$ cat src/design/twdp_pkg.sv
// ----------------------------------------------------------------------------
// twdp_pkg
// Shared types, constants and the base-3 weight decoder for the ternary
// weight dot-product block.
// ----------------------------------------------------------------------------
package twdp_pkg;

  // Default widths for activations and the accumulator.
  localparam int unsigned ACT_WIDTH_DEF = 16;
  localparam int unsigned ACC_WIDTH_DEF = 32;

  // Field widths fixed by the interface.
  localparam int unsigned BYTE_W  = 8;
  localparam int unsigned COUNT_W = 3;

  // Five base-3 digits fit in one byte.
  localparam int unsigned NUM_TRITS = 5;

  // Digit codes: the weight is the digit minus one.
  localparam logic [1:0] TRIT_NEG  = 2'd0;
  localparam logic [1:0] TRIT_ZERO = 2'd1;
  localparam logic [1:0] TRIT_POS  = 2'd2;

  // Reciprocal of three for values below 256: q = (r * 171) >> 9.
  localparam logic [BYTE_W-1:0] RECIP3      = 8'd171;
  localparam int unsigned       RECIP3_SHIFT = 9;
  localparam logic [BYTE_W-1:0] THREE       = 8'd3;

  typedef logic [NUM_TRITS-1:0][1:0] trits_t;

  // Control that moves with one request into the accumulator.
  typedef struct packed {
    logic go;
    logic last;
  } acc_ctrl_t;

  // Splits a byte into five base-3 digits, least significant first.
  // Each step divides by three through a reciprocal multiply.
  function automatic trits_t decode_trits(input logic [BYTE_W-1:0] byte_v);
    logic [BYTE_W-1:0]   rem_v;
    logic [BYTE_W-1:0]   quo_v;
    logic [2*BYTE_W-1:0] prod_v;
    trits_t              trits_v;
    rem_v   = byte_v;
    trits_v = '0;
    for (int i = 0; i < NUM_TRITS; i++) begin
      prod_v     = (2*BYTE_W)'(rem_v) * (2*BYTE_W)'(RECIP3);
      quo_v      = BYTE_W'(prod_v >> RECIP3_SHIFT);
      trits_v[i] = 2'(rem_v - BYTE_W'(quo_v * THREE));
      rem_v      = quo_v;
    end
    return trits_v;
  endfunction

endpackage

$ cat src/design/twdp_group_sum.sv
// ----------------------------------------------------------------------------
// twdp_group_sum
// Decodes the packed ternary weights and forms the exact signed sum of the
// weighted activations of one request that its digit count selects.
// ----------------------------------------------------------------------------
module twdp_group_sum #(
  parameter int unsigned ACT_WIDTH = twdp_pkg::ACT_WIDTH_DEF
) (
  input  logic [twdp_pkg::BYTE_W-1:0]  weight_byte_i,
  input  logic [ACT_WIDTH-1:0]         act_i [twdp_pkg::NUM_TRITS],
  input  logic [twdp_pkg::COUNT_W-1:0] valid_trits_i,
  output logic signed [ACT_WIDTH+2:0]  group_o
);

  localparam int unsigned GrpW = ACT_WIDTH + 3;

  twdp_pkg::trits_t             trits;
  logic [twdp_pkg::COUNT_W-1:0] count_lim;

  assign trits = twdp_pkg::decode_trits(weight_byte_i);

  // Counts above five use all five digits.
  assign count_lim = (valid_trits_i > twdp_pkg::COUNT_W'(twdp_pkg::NUM_TRITS))
                   ? twdp_pkg::COUNT_W'(twdp_pkg::NUM_TRITS) : valid_trits_i;

  // Add or subtract each used activation according to its digit.
  always_comb begin
    logic signed [GrpW-1:0] act_ext;
    logic signed [GrpW-1:0] sum_v;
    sum_v = '0;
    for (int i = 0; i < twdp_pkg::NUM_TRITS; i++) begin
      act_ext = GrpW'($signed(act_i[i]));
      if (twdp_pkg::COUNT_W'(i) < count_lim) begin
        case (trits[i])
          twdp_pkg::TRIT_POS: sum_v = sum_v + act_ext;
          twdp_pkg::TRIT_NEG: sum_v = sum_v - act_ext;
          default:            sum_v = sum_v;
        endcase
      end
    end
    group_o = sum_v;
  end

endmodule

$ cat src/design/twdp_accum.sv
// ----------------------------------------------------------------------------
// twdp_accum
// Saturating running sum with a sticky clip flag, and the result register
// that presents the finished dot product on the output channel.
// ----------------------------------------------------------------------------
module twdp_accum #(
  parameter int unsigned ACT_WIDTH = twdp_pkg::ACT_WIDTH_DEF,
  parameter int unsigned ACC_WIDTH = twdp_pkg::ACC_WIDTH_DEF
) (
  input  logic                        clk_i,
  input  logic                        rst_ni,
  input  twdp_pkg::acc_ctrl_t         ctrl_i,
  input  logic signed [ACT_WIDTH+2:0] group_i,
  input  logic                        out_stall_i,
  output logic                        out_free_o,
  output logic                        out_valid_o,
  output logic [ACC_WIDTH-1:0]        dot_sum_o,
  output logic                        saturated_o
);

  localparam int unsigned SumW = ((ACC_WIDTH > ACT_WIDTH + 3) ? ACC_WIDTH : ACT_WIDTH + 3) + 1;
  localparam logic signed [SumW-1:0] AccHi =
    SumW'($signed({1'b0, {(ACC_WIDTH-1){1'b1}}}));
  localparam logic signed [SumW-1:0] AccLo =
    SumW'($signed({1'b1, {(ACC_WIDTH-1){1'b0}}}));

  logic signed [ACC_WIDTH-1:0] running_sum_q, running_sum_d;
  logic                        clip_seen_q, clip_seen_d;
  logic                        out_valid_q, out_valid_d;
  logic [ACC_WIDTH-1:0]        out_sum_q, out_sum_d;
  logic                        out_sat_q, out_sat_d;

  logic signed [SumW-1:0]      sum_wide;
  logic signed [ACC_WIDTH-1:0] sum_clamped;
  logic                        clipped;
  logic                        load_out;

  // Exact sum, then clamp to the accumulator range.
  assign sum_wide = SumW'(running_sum_q) + SumW'(group_i);

  always_comb begin
    if (sum_wide > AccHi) begin
      sum_clamped = ACC_WIDTH'(AccHi);
      clipped     = 1'b1;
    end else if (sum_wide < AccLo) begin
      sum_clamped = ACC_WIDTH'(AccLo);
      clipped     = 1'b1;
    end else begin
      sum_clamped = ACC_WIDTH'(sum_wide);
      clipped     = 1'b0;
    end
  end

  // The running state clears after the final group of a run.
  always_comb begin
    running_sum_d = running_sum_q;
    clip_seen_d   = clip_seen_q;
    if (ctrl_i.go) begin
      if (ctrl_i.last) begin
        running_sum_d = '0;
        clip_seen_d   = 1'b0;
      end else begin
        running_sum_d = sum_clamped;
        clip_seen_d   = clip_seen_q | clipped;
      end
    end
  end

  // The result register is free when empty or being drained.
  assign out_free_o = !out_valid_q || !out_stall_i;
  assign load_out   = ctrl_i.go && ctrl_i.last;

  always_comb begin
    out_valid_d = out_valid_q;
    out_sum_d   = out_sum_q;
    out_sat_d   = out_sat_q;
    if (load_out) begin
      out_valid_d = 1'b1;
      out_sum_d   = sum_clamped;
      out_sat_d   = clip_seen_q | clipped;
    end else if (!out_stall_i) begin
      out_valid_d = 1'b0;
    end
  end

  // Control and accumulator state.
  always_ff @(posedge clk_i or negedge rst_ni) begin
    if (!rst_ni) begin
      running_sum_q <= '0;
      clip_seen_q   <= 1'b0;
      out_valid_q   <= 1'b0;
    end else begin
      running_sum_q <= running_sum_d;
      clip_seen_q   <= clip_seen_d;
      out_valid_q   <= out_valid_d;
    end
  end

  // Result payload.
  always_ff @(posedge clk_i) begin
    out_sum_q <= out_sum_d;
    out_sat_q <= out_sat_d;
  end

  assign out_valid_o = out_valid_q;
  assign dot_sum_o   = out_sum_q;
  assign saturated_o = out_sat_q;

endmodule

$ cat src/design/ternary_weight_dot_product_top.sv
// ----------------------------------------------------------------------------
// ternary_weight_dot_product_top
// Ternary-weight dot-product accumulator with base-3 packed weights.
// ----------------------------------------------------------------------------
// The block takes one request per clock cycle: a packed byte of five base-3
// weights (-1, 0, +1) with five signed activations, a count of used digits
// and a last flag. Each request is captured in an input register, its group
// sum is formed and added to a saturating running sum, and a last request
// loads that sum into the result register, which presents the dot product
// on the output. The running sum and clip flag then clear for the next run.
// The input stalls only when a last request waits in the input register
// while the result register still holds an earlier result that the output
// side has not taken.
module ternary_weight_dot_product_top #(
  parameter int unsigned ACT_WIDTH = twdp_pkg::ACT_WIDTH_DEF,
  parameter int unsigned ACC_WIDTH = twdp_pkg::ACC_WIDTH_DEF
) (
  input  logic                         clk_i,
  input  logic                         rst_ni,
  input  logic                         in_valid_i,
  output logic                         in_stall_o,
  input  logic [twdp_pkg::BYTE_W-1:0]  weight_byte_i,
  input  logic [ACT_WIDTH-1:0]         act_0_i,
  input  logic [ACT_WIDTH-1:0]         act_1_i,
  input  logic [ACT_WIDTH-1:0]         act_2_i,
  input  logic [ACT_WIDTH-1:0]         act_3_i,
  input  logic [ACT_WIDTH-1:0]         act_4_i,
  input  logic [twdp_pkg::COUNT_W-1:0] valid_trits_i,
  input  logic                         last_i,
  output logic                         out_valid_o,
  input  logic                         out_stall_i,
  output logic [ACC_WIDTH-1:0]         dot_sum_o,
  output logic                         saturated_o
);

  logic                         s1_valid_q, s1_valid_d;
  logic [twdp_pkg::BYTE_W-1:0]  s1_byte_q;
  logic [ACT_WIDTH-1:0]         s1_act_q [twdp_pkg::NUM_TRITS];
  logic [twdp_pkg::COUNT_W-1:0] s1_count_q;
  logic                         s1_last_q;

  logic                         in_accept;
  logic                         out_free;
  logic signed [ACT_WIDTH+2:0]  group_sum;
  twdp_pkg::acc_ctrl_t          acc_ctrl;

  // A held request moves on unless it is final and the result slot is busy.
  assign acc_ctrl.go   = s1_valid_q && (!s1_last_q || out_free);
  assign acc_ctrl.last = s1_last_q;

  assign in_stall_o = s1_valid_q && !acc_ctrl.go;
  assign in_accept  = in_valid_i && !in_stall_o;

  always_comb begin
    s1_valid_d = s1_valid_q;
    if (in_accept) begin
      s1_valid_d = 1'b1;
    end else if (acc_ctrl.go) begin
      s1_valid_d = 1'b0;
    end
  end

  // Input register valid.
  always_ff @(posedge clk_i or negedge rst_ni) begin
    if (!rst_ni) begin
      s1_valid_q <= 1'b0;
    end else begin
      s1_valid_q <= s1_valid_d;
    end
  end

  // Input register payload.
  always_ff @(posedge clk_i) begin
    if (in_accept) begin
      s1_byte_q   <= weight_byte_i;
      s1_act_q[0] <= act_0_i;
      s1_act_q[1] <= act_1_i;
      s1_act_q[2] <= act_2_i;
      s1_act_q[3] <= act_3_i;
      s1_act_q[4] <= act_4_i;
      s1_count_q  <= valid_trits_i;
      s1_last_q   <= last_i;
    end
  end

  // Weighted group sum of the held request.
  twdp_group_sum #(
    .ACT_WIDTH(ACT_WIDTH)
  ) u_group_sum (
    .weight_byte_i(s1_byte_q),
    .act_i        (s1_act_q),
    .valid_trits_i(s1_count_q),
    .group_o      (group_sum)
  );

  // Saturating accumulator and result register.
  twdp_accum #(
    .ACT_WIDTH(ACT_WIDTH),
    .ACC_WIDTH(ACC_WIDTH)
  ) u_accum (
    .clk_i      (clk_i),
    .rst_ni     (rst_ni),
    .ctrl_i     (acc_ctrl),
    .group_i    (group_sum),
    .out_stall_i(out_stall_i),
    .out_free_o (out_free),
    .out_valid_o(out_valid_o),
    .dot_sum_o  (dot_sum_o),
    .saturated_o(saturated_o)
  );

endmodule

$ cat config.mk
export PLATFORM = sky130hd
export DESIGN_NAME = ternary_weight_dot_product_top
export DESIGN_NICKNAME = d
export VERILOG_FILES = /design/src/design/twdp_pkg.sv /design/src/design/twdp_group_sum.sv /design/src/design/twdp_accum.sv /design/src/design/ternary_weight_dot_product_top.sv
export SDC_FILE = /design/constraint.sdc
export NUM_CORES = 1
export LEC_CHECK = 0
export BUFFER_PORTS_ARGS = -buffer_cell sky130_fd_sc_hd__clkbuf_2
export CAP_MARGIN = 20
export CORE_ASPECT_RATIO = 1.75
export CORE_UTILIZATION = 40
export DETAILED_ROUTE_END_ITERATION = 10
export GPL_ROUTABILITY_DRIVEN = 1
export GPL_TIMING_DRIVEN = 1
export PLACE_DENSITY = 0.65
export SLEW_MARGIN = 20
export SYNTH_ARGS = -nofsm -noshare
export SYNTH_HDL_FRONTEND = slang
export SYNTH_SLANG_ARGS = --single-unit
$ cat constraint.sdc
create_clock -name clk_i -period 32.3 [get_ports clk_i]
set_input_delay 1.615 -clock clk_i [delete_from_list [all_inputs] [get_ports clk_i]]
set_output_delay 1.615 -clock clk_i [all_outputs]
set_load 0.01 [all_outputs]
=== Yosys cells after proc, flatten, opt, wreduce, memory -nomap -nowiden ===
Cells that the tools add are included.
W data, S select, Z words.

* Memories: 0
* Bits in registers: 160
* Latch bits: 0
* RAM bits: 0
* Logic and storage cells: 92
* ROM bits: 0

* Reductions and logical operators: 17
* Bitwise logic cells: 1
* Shifts and indexed selects: 0
* Div/mod/pow operators: 0
* Add/subtract/negate cells: 15
* $lt $le $gt $ge: 8
* Eq/ne operators: 6
* Multiplexer cells: 21
* Multiply operators: 10

{| class="wikitable"
|+ Operators by type and width
! kind !! number
|-
| $pmux W19 S2 || 5
|-
| $mux W32 || 3
|-
| $mux W19 || 5
|-
| $add A19 B16 Y19 || 4
|-
| $sub A19 B16 Y19 || 4
|-
| $mul A6 B8 Y14 const B || 3
|-
| $add A32 B19 Y33 || 1
|-
| $gt A33 B32 Y1 const B || 1
|-
| $lt A33 B32 Y1 const B || 1
|-
| $mul A6 B2 Y2 const B || 3
|-
| $sub A1 B16 Y17 const A || 1
|-
| $mul A8 B8 Y16 const B || 1
|-
| $mul A7 B8 Y15 const B || 1
|-
| $mul A7 B2 Y2 const B || 2
|-
| $eq A2 B2 Y1 const B || 5
|-
| $logic_not A2 Y1 || 5
|-
| $sub A2 B2 Y2 || 5
|-
| $mux W1 || 7
|-
| $lt A1 B3 Y1 const A || 2
|-
| $lt A2 B3 Y1 const A || 2
|-
| $logic_not A1 Y1 || 5
|-
| $logic_and A1 B1 Y1 || 4
|-
| $gt A3 B3 Y1 const B || 1
|-
| $lt A3 B3 Y1 const A || 1
|-
| other kinds (5) || 6
|}

=== Logic depth before layout (Yosys ltp) ===
* Depth in word-level cells: 24
* Depth in mapped cells: 106

=== By module ===
From an unflattened synthesis, not the netlist that was laid out.

* Cell total of the unflattened synthesis: 1,776
* Area, all modules: 16,539.6 µm²

{| class="wikitable"
|+ By module, submodules not included
! module !! cells each !! seq. area each (µm²) !! area each (µm²) !! times used
|-
| twdp_group_sum || 1,248 || 0.0 || 9,307.7 || 1
|-
| twdp_accum || 429 || 1,841.8 || 4,396.7 || 1
|-
| ternary_weight_dot_product_top || 99 || 2,787.7 || 2,835.2 || 1
|}

=== Worst setup path before layout ===
OpenSTA, ideal clock, no wires.

* Kind: flip-flop to flip-flop
* Start point: register s1_byte_q[1] (netlist bit)
* End point: register u_accum.out_sat_q (netlist: u_accum.saturated_o), data pin
* Path buffers: 1
* Slack: 10.435 ns
* Cell stages (with the launch flop): 96
* Arrival time: 21.597 ns
* Path through: edfxtp_1 ha_1 fa_1 fa_1 fa_1 ha_1 a2111o_1 o211ai_1 a21boi_0 o21a_1 o21a_1 nor2_1 nor2b_1 o21a_1 nor2_1 ha_1 ha_1 a21oi_1 [... 60 more ...] o21ai_1 o41a_1 a31oi_1 o21ai_1 xnor2_1 nor2_1 xnor2_1 xnor2_1 ha_1 clkbuf_1 a21o_1 a21o_1 a21oi_1 o21a_1 o31a_1 o31ai_4 and2_4 or3_4

* Longest elaborated chain between the ends: 23
* Elaborated cells between the ends (all ways): 49
* Classes of those cells: 14 x add/sub; 10 x mul; 2 x order compare; 5 x eq/ne; 12 x mux; 1 x bitwise; 5 x reduce/logical

{| class="wikitable"
|+ Ends and longest elaborated chain
! what !! line !! RTL
|-
| from (decl) || ternary_weight_dot_product_top.sv:37 || <nowiki>logic [twdp_pkg::BYTE_W-1:0] s1_byte_q;</nowiki>
|-
| from (signal assigned) || ternary_weight_dot_product_top.sv:75 || <nowiki>s1_byte_q <= weight_byte_i;</nowiki>
|-
| branches (longest 17 deep; another with $mul A8 B8 Y16) || -- ||
|-
| $mux W19 (*) || twdp_group_sum.sv:33 || <nowiki>if (twdp_pkg::COUNT_W'(i) < count_lim) begin</nowiki>
|-
| $add A32 B19 Y33 (*) || twdp_accum.sv:39 || <nowiki>assign sum_wide = SumW'(running_sum_q) + SumW'(group_i);</nowiki>
|-
| $lt A33 B32 Y1 || twdp_accum.sv:45 || <nowiki>end else if (sum_wide < AccLo) begin</nowiki>
|-
| $mux W1 || twdp_accum.sv:45 ||
|-
| $mux W1 (*) || twdp_accum.sv:42 || <nowiki>if (sum_wide > AccHi) begin</nowiki>
|-
| $or A1 B1 Y1 (*) || twdp_accum.sv:80 || <nowiki>out_sat_d = clip_seen_q | clipped;</nowiki>
|-
| to (signal assigned) || twdp_accum.sv:102 || <nowiki>out_sat_q <= out_sat_d;</nowiki>
|-
| to (decl) || twdp_accum.sv:31 || <nowiki>logic out_sat_q, out_sat_d;</nowiki>
|}

Every way passes the cells marked *.
A chain may end at the register's enable or synchronous reset.

=== Worst setup path after layout ===
Same ends and word-level chain as after synthesis.

==> impl_metrics.tcl <==
set metrics [dict create \
    status "finished, final reports clean" \
    final_cell_mix "ha_1, nor2_1, xnor2_1" \
    hold_viol 0 \
    synth_top_cell_by_area "edfxtp_1" \
    setup_viol 0 \
    synth_edf_count 125 \
    rows 97 \
    crit_end "u_accum.saturated_o" \
    syn_area_per_cell_um2 9.50 \
    fin_skew_ps 13.3 \
    cts_tree "yes" \
    nFillCells 3880 \
    vias_per_cell 5.35 \
    drive_gt1_frac 0.129 \
    die_area_um2 42000 \
    antenna_found_initial 0 \
    fmaxAchievable_mhz 41.6 \
    final_max_slew_viol_count 0 \
    slowest_stage "xnor2_2" \
    wl_per_cell_um 16.4 \
    grt_pass1_wl_mm 64.5 \
    diodes 0 \
    synth_cell_type_count 94 \
    hpwl_mm 31.9 \
    min_period_ps 24060 \
    max_slew_margin 0.344 \
    clockBufferDepth 2 \
    first_iter_violations 537 \
    rr_endpoint "u_accum.saturated_o" \
    synth_top_area_share 0.228 \
    worstMarginPinSlew_ps 984 \
    num_io_pins 131 \
    crit_path_max_incr_delay_ps 660 \
    cts_root_buf "clkbuf_16" \
    r2r_setup_slack_ps 8240 \
    fin_nets 2239 \
    wl_mm 39.6 \
    fp.dieH_um 270 \
    ys_top_cells_by_area "edfxtp_1, ha_1, xnor2_1, dfrtp_1, fa_1" \
    ys_ff_latch 160 \
    cap_violations 0 \
    ys_warn_count 0 \
    synth_area_um2 16400 \
    path_class "reg -> reg" \
    path_clk_slew_ps 80 \
    cp_max_fo 24 \
    synth-main-ff-cell "edfxtp_1" \
    fin_crit_sh 0.745 \
    grt_max_degree 53 \
    core_area_um2 40300 \
    arrival_ps 24260 \
    cts_sinks 160 \
    reg2reg_depth 96 \
    chipWidth_um 155 \
    h-tree-depth 4 \
    synthArstFlopShare 0.219 \
    cts_buffers 17 \
    clock_latency_ps 470 \
    syn_inst 1731 \
    post_cts.repair.setup_buffers 0 \
    ant_nets 0 \
    worstPathRequired_ps 32510 \
    synth_seq_area_share 0.282 \
    critPathLaunch "s1_byte_q[1]" \
    drc 0 \
    cts_hold_buf 0 \
    place_congestion 0.877 \
    r2r_start "s1_byte_q[1]" \
    grt_pass1_vias 13400 \
    end_kind "flop" \
    port_buffers 130 \
    setup_tns_ps 0 \
    overflow 0 \
    startpoint_type "flop" \
    min_path_cells 1 \
    track_usage 0.194 \
    cts_resized 0 \
    hold_class "reg -> reg" \
    crit_top_cell "ha_1" \
    final_common_cell "ha_1" \
    num_vias 12900 \
    area_growth_pct 11.4 \
    rsz0062_at_grt "false" \
    initial_core_util 0.408 \
    synthesis.nets 2115 \
    dr.pass1.iters 4 \
]
how the worst min path moves through the flow:
stage | startpoint | end
2_1_floorplan | u_accum.running_sum_q[30] | u_accum.running_sum_q[30]
3_3_place_gp | u_accum.running_sum_q[15] | u_accum.running_sum_q[15]
3_5_place_dp | u_accum.running_sum_q[30] | u_accum.running_sum_q[30]
4_1_cts | u_accum.running_sum_q[30] | u_accum.running_sum_q[30]
5_1_grt | u_accum.running_sum_q[30] | u_accum.running_sum_q[30]
6_report | u_accum.running_sum_q[30] | u_accum.running_sum_q[30]
cells in the mapped netlist (all sizes together), types with 17 or more instances:
library cell and number:
a31oi 20, nor3 33, xor2 58, fa 40, nand3 18, a21o 52
clkbuf 23, nor2b 19, o21a 22, ha 248, xnor2 140, nor4 17
edfxtp 125, o21ai 104, nand2 122, dfrtp 35, mux2 23, inv 115
a21oi 120, nor2 170
cells by family after synthesis:
logic type / synth area share
AO/OA/AOI/OAI: 0.167
adder cells (fa/ha/maj): 0.243
buffers and inverters: 0.0366
multiplexers: 0.0256
XOR/XNOR: 0.110
flip-flops: 0.282
AND/OR/NAND/NOR: 0.137
state kept, by name, indices dropped and copies added (netlist names):
register and count:
s1_valid_q 1, u_accum.clip_seen_q 1, u_accum.out_valid_o 1, s1_count_q 3, s1_act_q 80, s1_last_q 1
s1_byte_q 8, u_accum.dot_sum_o 32, u_accum.saturated_o 1, u_accum.running_sum_q 32
stage by stage:
step	hold WS (ps)	setup slack (ps)	utilization	std cells	cell area, um^2
after floorplan	456	10430	-	1731	16400
after global placement	476	9100	0.439	2380	17700
after detailed placement	482	8390	0.439	2380	17700
after CTS	500	8210	0.454	2412	18300
after global routing	513	6670	0.454	2412	18300
final	494	8240	0.454	2412	18300
per-layer routing:
layer,vias to the layer above,part of all wire,GRT usage
li1,6510,-,-
met1,6092,0.38,0.198
met2,229,0.55,0.381
met3,83,0.024,0.0233
met4,0,0.042,0.0955
met5,-,0,0
area by class of cell:
class	instances	area [um^2]	area share
clock inverters	15	186	0.0102
flip-flops and latches	160	4630	0.253
repair buffers	140	726	0.0396
clock buffers	17	425	0.0232
well taps	544	681	0.0372
inverters	115	432	0.0236
multi-input cells	1421	11200	0.613
worst max-delay path, delay by kind of cell, from the launching register on:
family	cells	cell delay, ps
adders and majority gates	23	8840
AOI/OAI and AO/OA	30	6610
and+or+nand+nor	22	3950
xor gates and xnor gates	13	3110
buffers and inverters	8	770
DFF	1	530
Power is not shown: default switching activity piles up to over one toggle a cycle in this logic, so the estimate is an artifact.
